`src/rtl/sgi_pkg.sv`:
```
// Shared constants, command codes, datapath operations and handshake structs.
package sgi_pkg;

  localparam int unsigned MaxPattern = 16;
  localparam int unsigned MaxTarget  = 32;

  localparam int unsigned PvW        = $clog2(MaxPattern);
  localparam int unsigned TvW        = $clog2(MaxTarget);
  localparam int unsigned DepthW     = $clog2(MaxPattern + 1);
  localparam int unsigned StackDepth = (MaxPattern + 1) * MaxPattern;
  localparam int unsigned AddrW      = $clog2(StackDepth);
  localparam int unsigned PDegW      = $clog2(MaxPattern + 1);
  localparam int unsigned TDegW      = $clog2(MaxTarget + 1);

  localparam int unsigned PnW        = 5;
  localparam int unsigned TnW        = 6;
  localparam int unsigned CmdW       = 3;
  localparam int unsigned VertW      = 5;
  localparam int unsigned CfgIdxW    = 1;
  localparam int unsigned CfgDataW   = 6;
  localparam int unsigned OutPvW     = 4;
  localparam int unsigned OutTvW     = 5;

  localparam logic [CmdW-1:0] CmdPatternEdge = 3'd0;
  localparam logic [CmdW-1:0] CmdTargetEdge  = 3'd1;
  localparam logic [CmdW-1:0] CmdStart       = 3'd2;
  localparam logic [CmdW-1:0] CmdNext        = 3'd3;
  localparam logic [CmdW-1:0] CmdClear       = 3'd4;

  localparam logic [CfgIdxW-1:0] CfgPatternVertices = 1'b0;
  localparam logic [CfgIdxW-1:0] CfgTargetVertices  = 1'b1;

  typedef enum logic [4:0] {
    OP_NOP,
    OP_LOAD,
    OP_PDEG,
    OP_TDEG,
    OP_ORD_INIT,
    OP_ORD_STEP,
    OP_ORD_COMMIT,
    OP_SEED,
    OP_PASS_INIT,
    OP_ROW_RD,
    OP_ROW_LATCH,
    OP_NB_RD,
    OP_NB_ACC,
    OP_ROW_DONE,
    OP_CH_RD,
    OP_CH_PICK,
    OP_BACK,
    OP_DESCEND,
    OP_COPY_RD,
    OP_COPY_WR,
    OP_DEPTH_INC,
    OP_EMIT_PAIR,
    OP_EMIT_EXH
  } dp_op_e;

  typedef struct packed {
    dp_op_e         op;
    logic [TvW-1:0] idx;
    logic [PvW-1:0] sub;
  } dp_cmd_t;

  typedef struct packed {
    logic [PnW-1:0]    pn;
    logic [TnW-1:0]    tn;
    logic [DepthW-1:0] depth;
    logic              pn_gt_tn;
    logic              active;
    logic              row_fail;
    logic              changed_any;
    logic              k_found;
    logic              last_level;
    logic              out_free;
  } dp_status_t;

  function automatic logic [PDegW-1:0] pop_pattern(input logic [MaxPattern-1:0] x);
    logic [PDegW-1:0] c;
    c = '0;
    for (int i = 0; i < MaxPattern; i++) c = c + PDegW'(x[i]);
    return c;
  endfunction

  function automatic logic [TDegW-1:0] pop_target(input logic [MaxTarget-1:0] x);
    logic [TDegW-1:0] c;
    c = '0;
    for (int i = 0; i < MaxTarget; i++) c = c + TDegW'(x[i]);
    return c;
  endfunction

endpackage

```
`src/rtl/sgi_ctrl.sv`:
```
// Search sequencer: one-hot state machine and loop counters.
module sgi_ctrl (
  input  logic                     clk_i,
  input  logic                     rst_ni,
  input  logic                     in_valid_i,
  output logic                     in_stall_o,
  input  logic [sgi_pkg::CmdW-1:0] cmd_i,
  output logic                     cfg_ready_o,
  input  sgi_pkg::dp_status_t      status_i,
  output sgi_pkg::dp_cmd_t         ctl_o
);
  import sgi_pkg::*;

  typedef enum logic [21:0] {
    S_IDLE      = 22'h000001,
    S_PDEG      = 22'h000002,
    S_TDEG      = 22'h000004,
    S_ORD_INIT  = 22'h000008,
    S_ORD_STEP  = 22'h000010,
    S_ORD_COMMIT = 22'h000020,
    S_SEED      = 22'h000040,
    S_PASS_INIT = 22'h000080,
    S_ROW_RD    = 22'h000100,
    S_ROW_LATCH = 22'h000200,
    S_NB_RD     = 22'h000400,
    S_NB_ACC    = 22'h000800,
    S_ROW_DONE  = 22'h001000,
    S_CH_RD     = 22'h002000,
    S_CH_PICK   = 22'h004000,
    S_BACK      = 22'h008000,
    S_DESCEND   = 22'h010000,
    S_COPY_RD   = 22'h020000,
    S_COPY_WR   = 22'h040000,
    S_DEPTH_INC = 22'h080000,
    S_EMIT_PAIR = 22'h100000,
    S_EMIT_EXH  = 22'h200000
  } state_e;

  state_e         state_q, state_d;
  logic [TvW-1:0] idx_q, idx_d;
  logic [PvW-1:0] sub_q, sub_d;
  logic [PnW-1:0] pn_m1;
  logic [TnW-1:0] tn_m1;
  logic           idx_pn_last, idx_tn_last, sub_last, accept;

  assign pn_m1       = status_i.pn - 1'b1;
  assign tn_m1       = status_i.tn - 1'b1;
  assign idx_pn_last = (idx_q == TvW'(pn_m1));
  assign idx_tn_last = (TnW'(idx_q) == tn_m1);
  assign sub_last    = (sub_q == PvW'(pn_m1));

  assign in_stall_o  = (state_q != S_IDLE);
  // Hold register writes off while a command transaction is offered
  assign cfg_ready_o = (state_q == S_IDLE) && !in_valid_i;
  assign accept      = in_valid_i && (state_q == S_IDLE);

  always_comb begin
    state_d   = state_q;
    idx_d     = idx_q;
    sub_d     = sub_q;
    ctl_o.op  = OP_NOP;
    ctl_o.idx = idx_q;
    ctl_o.sub = sub_q;
    unique case (state_q)
      S_IDLE: begin
        if (accept) begin
          ctl_o.op = OP_LOAD;
          idx_d    = '0;
          sub_d    = '0;
          if (cmd_i == CmdStart) begin
            state_d = status_i.pn_gt_tn ? S_EMIT_EXH : S_PDEG;
          end else if (cmd_i == CmdNext) begin
            state_d = status_i.active ? S_PASS_INIT : S_EMIT_EXH;
          end
        end
      end
      S_PDEG: begin
        ctl_o.op = OP_PDEG;
        if (idx_pn_last) begin
          idx_d   = '0;
          state_d = S_TDEG;
        end else begin
          idx_d = idx_q + 1'b1;
        end
      end
      S_TDEG: begin
        ctl_o.op = OP_TDEG;
        if (idx_tn_last) begin
          idx_d   = '0;
          state_d = S_ORD_INIT;
        end else begin
          idx_d = idx_q + 1'b1;
        end
      end
      S_ORD_INIT: begin
        ctl_o.op = OP_ORD_INIT;
        sub_d    = '0;
        state_d  = S_ORD_STEP;
      end
      S_ORD_STEP: begin
        ctl_o.op = OP_ORD_STEP;
        if (sub_last) state_d = S_ORD_COMMIT;
        else sub_d = sub_q + 1'b1;
      end
      S_ORD_COMMIT: begin
        ctl_o.op = OP_ORD_COMMIT;
        if (idx_pn_last) begin
          idx_d   = '0;
          state_d = S_SEED;
        end else begin
          idx_d   = idx_q + 1'b1;
          state_d = S_ORD_INIT;
        end
      end
      S_SEED: begin
        ctl_o.op = OP_SEED;
        if (idx_pn_last) state_d = S_PASS_INIT;
        else idx_d = idx_q + 1'b1;
      end
      S_PASS_INIT: begin
        ctl_o.op = OP_PASS_INIT;
        idx_d    = '0;
        state_d  = S_ROW_RD;
      end
      S_ROW_RD: begin
        ctl_o.op = OP_ROW_RD;
        state_d  = S_ROW_LATCH;
      end
      S_ROW_LATCH: begin
        ctl_o.op = OP_ROW_LATCH;
        sub_d    = '0;
        state_d  = S_NB_RD;
      end
      S_NB_RD: begin
        ctl_o.op = OP_NB_RD;
        state_d  = S_NB_ACC;
      end
      S_NB_ACC: begin
        ctl_o.op = OP_NB_ACC;
        if (sub_last) begin
          state_d = S_ROW_DONE;
        end else begin
          sub_d   = sub_q + 1'b1;
          state_d = S_NB_RD;
        end
      end
      S_ROW_DONE: begin
        ctl_o.op = OP_ROW_DONE;
        priority if (status_i.row_fail) begin
          state_d = S_BACK;
        end else if (idx_pn_last) begin
          state_d = status_i.changed_any ? S_PASS_INIT : S_CH_RD;
        end else begin
          idx_d   = idx_q + 1'b1;
          state_d = S_ROW_RD;
        end
      end
      S_CH_RD: begin
        ctl_o.op = OP_CH_RD;
        state_d  = S_CH_PICK;
      end
      S_CH_PICK: begin
        ctl_o.op = OP_CH_PICK;
        state_d  = status_i.k_found ? S_DESCEND : S_BACK;
      end
      S_BACK: begin
        ctl_o.op = OP_BACK;
        state_d  = (status_i.depth == '0) ? S_EMIT_EXH : S_PASS_INIT;
      end
      S_DESCEND: begin
        ctl_o.op = OP_DESCEND;
        idx_d    = '0;
        state_d  = S_COPY_RD;
      end
      S_COPY_RD: begin
        ctl_o.op = OP_COPY_RD;
        state_d  = S_COPY_WR;
      end
      S_COPY_WR: begin
        ctl_o.op = OP_COPY_WR;
        if (idx_pn_last) begin
          state_d = S_DEPTH_INC;
        end else begin
          idx_d   = idx_q + 1'b1;
          state_d = S_COPY_RD;
        end
      end
      S_DEPTH_INC: begin
        ctl_o.op = OP_DEPTH_INC;
        idx_d    = '0;
        state_d  = status_i.last_level ? S_EMIT_PAIR : S_PASS_INIT;
      end
      S_EMIT_PAIR: begin
        ctl_o.op = OP_EMIT_PAIR;
        if (status_i.out_free) begin
          if (idx_pn_last) state_d = S_IDLE;
          else idx_d = idx_q + 1'b1;
        end
      end
      S_EMIT_EXH: begin
        ctl_o.op = OP_EMIT_EXH;
        if (status_i.out_free) state_d = S_IDLE;
      end
      default: state_d = S_IDLE;
    endcase
  end

  always_ff @(posedge clk_i or negedge rst_ni) begin
    if (!rst_ni) begin
      state_q <= S_IDLE;
      idx_q   <= '0;
      sub_q   <= '0;
    end else begin
      state_q <= state_d;
      idx_q   <= idx_d;
      sub_q   <= sub_d;
    end
  end

endmodule

```
`config.mk`:
```
export PLATFORM = sky130hd
export DESIGN_NAME = sgi_ctrl
export DESIGN_NICKNAME = d
export VERILOG_FILES = /design/src/rtl/sgi_pkg.sv /design/src/rtl/sgi_ctrl.sv
export SDC_FILE = /design/constraint.sdc
export NUM_CORES = 1
export LEC_CHECK = 0
export BUFFER_PORTS_ARGS = -buffer_cell sky130_fd_sc_hd__buf_4
export CAP_MARGIN = 30
export CORE_ASPECT_RATIO = 1.2
export CORE_MARGIN = 2
export CORE_UTILIZATION = 51
export CTS_CLUSTER_SIZE = 30
export DETAILED_ROUTE_END_ITERATION = 7
export GPL_TIMING_DRIVEN = 0
export PLACE_DENSITY = 0.88
export SLEW_MARGIN = 20
export SYNTH_ARGS = -nofsm -noshare
export SYNTH_HDL_FRONTEND = slang
export SYNTH_SLANG_ARGS = --single-unit
export TNS_END_PERCENT = 100
```
`constraint.sdc`:
```
create_clock -name clk_i -period 2.87 [get_ports clk_i]
set_input_delay 0.574 -clock clk_i [delete_from_list [all_inputs] [get_ports clk_i]]
set_output_delay 0.574 -clock clk_i [all_outputs]
set_load 0.005 [all_outputs]
```
## Word level (Yosys, flattened, before mapping)

Cells that the tools add are included.
Widths: inputs -> output; s select.

- Input bits: 29
- Flip-flop bits (word level): 31
- Logic and storage cells: 94
- Output and inout port bits: 16

- Reduce and logical (&&, ||, !) cells: 14
- $add $sub $neg: 4
- Equality and inequality tests: 39
- Multiplexer cells: 34

Operators by type and width:

| kind | count |
|---|---|
| $pmux 22 s22 | 1 |
| $mux 22 | 13 |
| $pmux 5 s22 | 1 |
| $pmux 5 s7 | 1 |
| $mux 5 | 6 |
| $mux 14 | 2 |
| $eq 22x1->1 const B | 1 |
| $eq 22x10->1 const B | 1 |
| $eq 22x11->1 const B | 1 |
| $eq 22x12->1 const B | 1 |
| $eq 22x13->1 const B | 1 |
| $eq 22x14->1 const B | 1 |
| $eq 22x15->1 const B | 1 |
| $eq 22x16->1 const B | 1 |
| $eq 22x17->1 const B | 1 |
| $eq 22x18->1 const B | 1 |
| $eq 22x19->1 const B | 1 |
| $eq 22x2->1 const B | 1 |
| $eq 22x20->1 const B | 1 |
| $eq 22x21->1 const B | 1 |
| $eq 22x22->1 const B | 1 |
| $eq 22x3->1 const B | 1 |
| $eq 22x4->1 const B | 1 |
| $eq 22x5->1 const B | 1 |
| other kinds (34) | 49 |

## Longest topological paths before layout

- Depth in word-level cells: 5
- Depth in mapped cells: 10
- Mapped depth without buffers: 9

## Least setup slack after synthesis

OpenSTA, ideal clock, no wires.

- Kind: register to register
- Start: register state_q[16]
- End: register sub_q[2]
- Slack: 0.005 ns
- Stages on the path, launching flop included: 10
- Arrival: 2.799 ns
- Setup time: 0.066 ns
- Required time: 2.804 ns
- Cells stage by stage: dfrtp_1 > buf_6 > nor4_4 > nand2_4 > or4_1 > buf_2 > or3_1 > a31o_1 > or4b_1 > nand2_1

- Word-level cells in the longest chain between the ends: 4

Ends and longest elaborated chain:

| what | line | RTL |
|---|---|---|
| start: declaration | sgi_ctrl.sv:39 | `state_e state_q, state_d;` |
| start signal: assignment | sgi_ctrl.sv:214 | `state_q <= state_d;` |
| $eq 22x12->1, or another cell as far along | sgi_ctrl.sv:64 | `unique case (state_q)` |
| $reduce_or 2->1 (no source line) or $logic_and 1x1->1 (tied branches) | n/a |  |
| $ne 2x2->1 (no source line) or $reduce_bool 3->1 (tied branches) | n/a |  |
| $reduce_and 3->1 (no source line) | n/a |  |
| end signal: assignment | sgi_ctrl.sv:216 | `sub_q <= sub_d;` |
| end: declaration | sgi_ctrl.sv:41 | `logic [PvW-1:0] sub_q, sub_d;` |

Several ways; a longest one is shown, not always the timed one.
A chain may end at the register's enable or synchronous reset.

==> impl_results.md <==
* Status: complete, but fails checks
* Violated checks: setup timing
* Initial antenna violation count at 0
* Fin crit share at 107%
* Setup slack, reg-to-reg at -0.03 ns
* Mux share of post-synthesis cell area at 1.61%
* CP Launch Point: state_q[1]
* Largest net degree at the start of global routing at 32
* Clock skew at 0.00669 ns
* Vias in the first global route at 2568
* Top FF cell, synth: dfrtp_1
* Combinational power share at 60.6%
* Leak pwr at 1.58 nW
* Design Power at 2.12 mW
* DP Area at 2970 µm²
* Clock root cell: clkbuf_8
* Synth Area in Simple Gates at 37.2%
* Yosys cell types at 65
* Worst slew margin at 32.2%
* MaxCap Viol Count at 0
* FF-to-FF End: sub_q[2]
* Post-Layout Inst Area at 3540 µm²
* Final Non-Filler Cells at 448
* Via density at 6.69
* Post-synth EDFFs at 0
* Max Freq at 327 MHz
* Maximum clock insertion buffer count at 2
* Critical Path End: ctl_o[9]
* Met2 usage at 48.0%
* Port bufs at 44
* Worst-path maximum fanout at 6
* Setup ws final at -0.191 ns
* Fin nets at 422
* RSZ-0062 raised after global routing: yes
* Mapped Area at 2560 µm²
* Post-synth top cells: nor2_1, dfrtp_1, nand2_1
* Crit path DAT at 2.49 ns
* Die width at 68.7 µm
* Core area at 4870 µm²
* Total Routing Usage GR at 29.4%
* Initial Util at 52.6%
* Adder-Cell Fraction of Synth Area at 1.95%
* Final hold violation count at 0
* Clk pin slew, worst setup/hold paths at 0.07 ns
* WL/cell at 19.6 µm
* Clock sink count at 31
* Count leader, synth: nor2_1
* Worst-Skew Late Latency at 0.29 ns
* Slew @ Worst Pin at 1.00 ns
* Syn Area/Cell at 8.40 µm²
* Die H at 81.6 µm
* Rows at 28
* Synth Area in XOR/XNOR at 9.62%
* First-pass GRT wire length at 12400 µm
* Area grow syn2layout at 38.1%
* Largest family of logic cells by synthesized area: simple AND/OR/NAND/NOR gates
* ANT cells at 0
* TritonCTS clock tree: done
* Sw Share at 41.7%
* GRT busiest layer: met2
* Final wirelength at 8800 µm
* GRT met3 Usage at 4.52%
* Ports at 45
* Crit end category: primary output
* Placed Cells at 409
* Hold buffers post-CTS at 0
* Die ar. at 5610 µm²
* DP HPWL at 5390 µm
* DR pass1 iterations at 6
* Cell internal pwr at 1.24 mW
* Syn Inst Count at 305
* Antenna Nets Post-Route at 0
* Clock share of power at 15.3%
* Yosys top cell area share at 29.3%
* Seq cells post-synth at 31
* Share of layout cells above drive strength 1 at 37.1%
* Detailed-route via count at 2999
* Number of buffers created by CTS at 5
* Drt drc at 0
* CP startpoint kind: flip-flop
* Drt initial violations at 412
* HP Class: in -> async
* Final Critical Period at 3.06 ns
* Global routing usage on met1 at 38.1%
* R2r startpoint: state_q[1]
* Crit Path Category: reg -> out
* Flop pwr share at 24.2%
* Switch Pwr at 0.886 mW
* Leading area contributor after synthesis: dfrtp_1
* Pins over their slew limit at 0
* Placer Congestion at 0.987
* Reg2Reg Depth at 7
* Gr ovfl total at 0
* Top area cells in the synthesized netlist: dfrtp_1, nor2_1, xnor2_1
* Endpoints failing setup at 7
* Sequential area share after synthesis at 30.3%
* Compound-cell area share of the yosys netlist at 15.0%
* Async SR Flop Fraction at 100%
* Worst EP required at 2.30 ns
* Depth of the CTS H-tree at 2
* YS warnings at 0
* Maximum vdd drop at 0.431 mV
* Mapped Nets at 338
* Power per cell area at 600 nW/µm²
-- metrics by stage --
step | setup TNS [ns] | utilization (%) | setup WS [ns] | hold slack, ns
5_1_grt | -1.02 | 72.6 | -0.245 | 0.246
2_1_floorplan | 0 | - | 0.00515 | 0.278
4_1_cts | -0.485 | 67.0 | -0.171 | 0.234
3_3_place_gp | -2.47 | 60.9 | -0.399 | 0.531
3_5_place_dp | -2.81 | 60.9 | -0.391 | 0.537
6_report | -0.719 | 72.6 | -0.191 | 0.210
-- how the worst min path moves through the flow --
stage	end	start
floorplan	idx_q[0]	rst_ni
global placement	state_q[17]	rst_ni
detailed placement	state_q[17]	rst_ni
CTS	state_q[21]	rst_ni
global route	state_q[21]	rst_ni
finish	state_q[21]	rst_ni
-- final cells by class --
cell class              instances  area, µm²
plain buffers                   6       41.3
clock buffers                   6       72.6
well taps                      60       75.1
repair buffers                 85        642
flip-flops and latches         31        787
inverters                      11       45.0
fillers                       331       1330
multi-input cells             249       1870
-- power groups by stage --
| stage | registers (mW) | logic [mW] | clock network [mW] |
|---|---|---|---|
| 3_3_place_gp | 0.494 | 0.780 | 0 |
| 3_5_place_dp | 0.495 | 0.793 | 0 |
| 6_report | 0.513 | 1.29 | 0.324 |
| 4_1_cts | 0.497 | 0.963 | 0.323 |
| 2_1_floorplan | 0.489 | 0.533 | 0 |
| 5_1_grt | 0.516 | 1.33 | 0.342 |
-- cells by family after synthesis --
logic type,Yosys count
xor+xnor,25
flops,31
simple gates,163
fa+ha+maj,4
mux,4
compound gates,53
buf+inv,25
-- placed cells by master (no fill, tap or decap), drive strengths merged, types with 9 or more instances in the layout --
cell type and n:
xnor2 14, buf 89, nand2b 10, inv 10
nor3 18, o21ai 18, nand3 19, dfrtp 30
nand2 21, xor2 9, nor2 33
-- timing repair --
action                     in CTS  in global routing
resized for setup              30                 25
cloned                          0                  0
pin swaps                      14                 20
setup buffers                  14                 27
setup endpoints to repair      18                 14
-- state kept, by name (all words and copies together) (netlist names) --
name and count:
sub_q 4, state_q 22, idx_q 5
-- worst max-delay path: stages, from the launching register on --
cell and delay (ns):
dfrtp_1 0.48, nor4_4 0.43, nand2_1 0.18, or4_4 0.51
o311ai_4 0.28, a21oi_1 0.08, o2111ai_1 0.11, buf_4 0.14
-- per-layer routing --
metal | vias up | wire length, µm | share of wire (%)
li1 | 1298 | - | -
met1 | 1379 | 2980 | 34
met2 | 248 | 4340 | 49
met3 | 74 | 922 | 10
met4 | 0 | 561 | 6.4
met5 | - | 0 | 0
(Power assumes the default switching activity.)
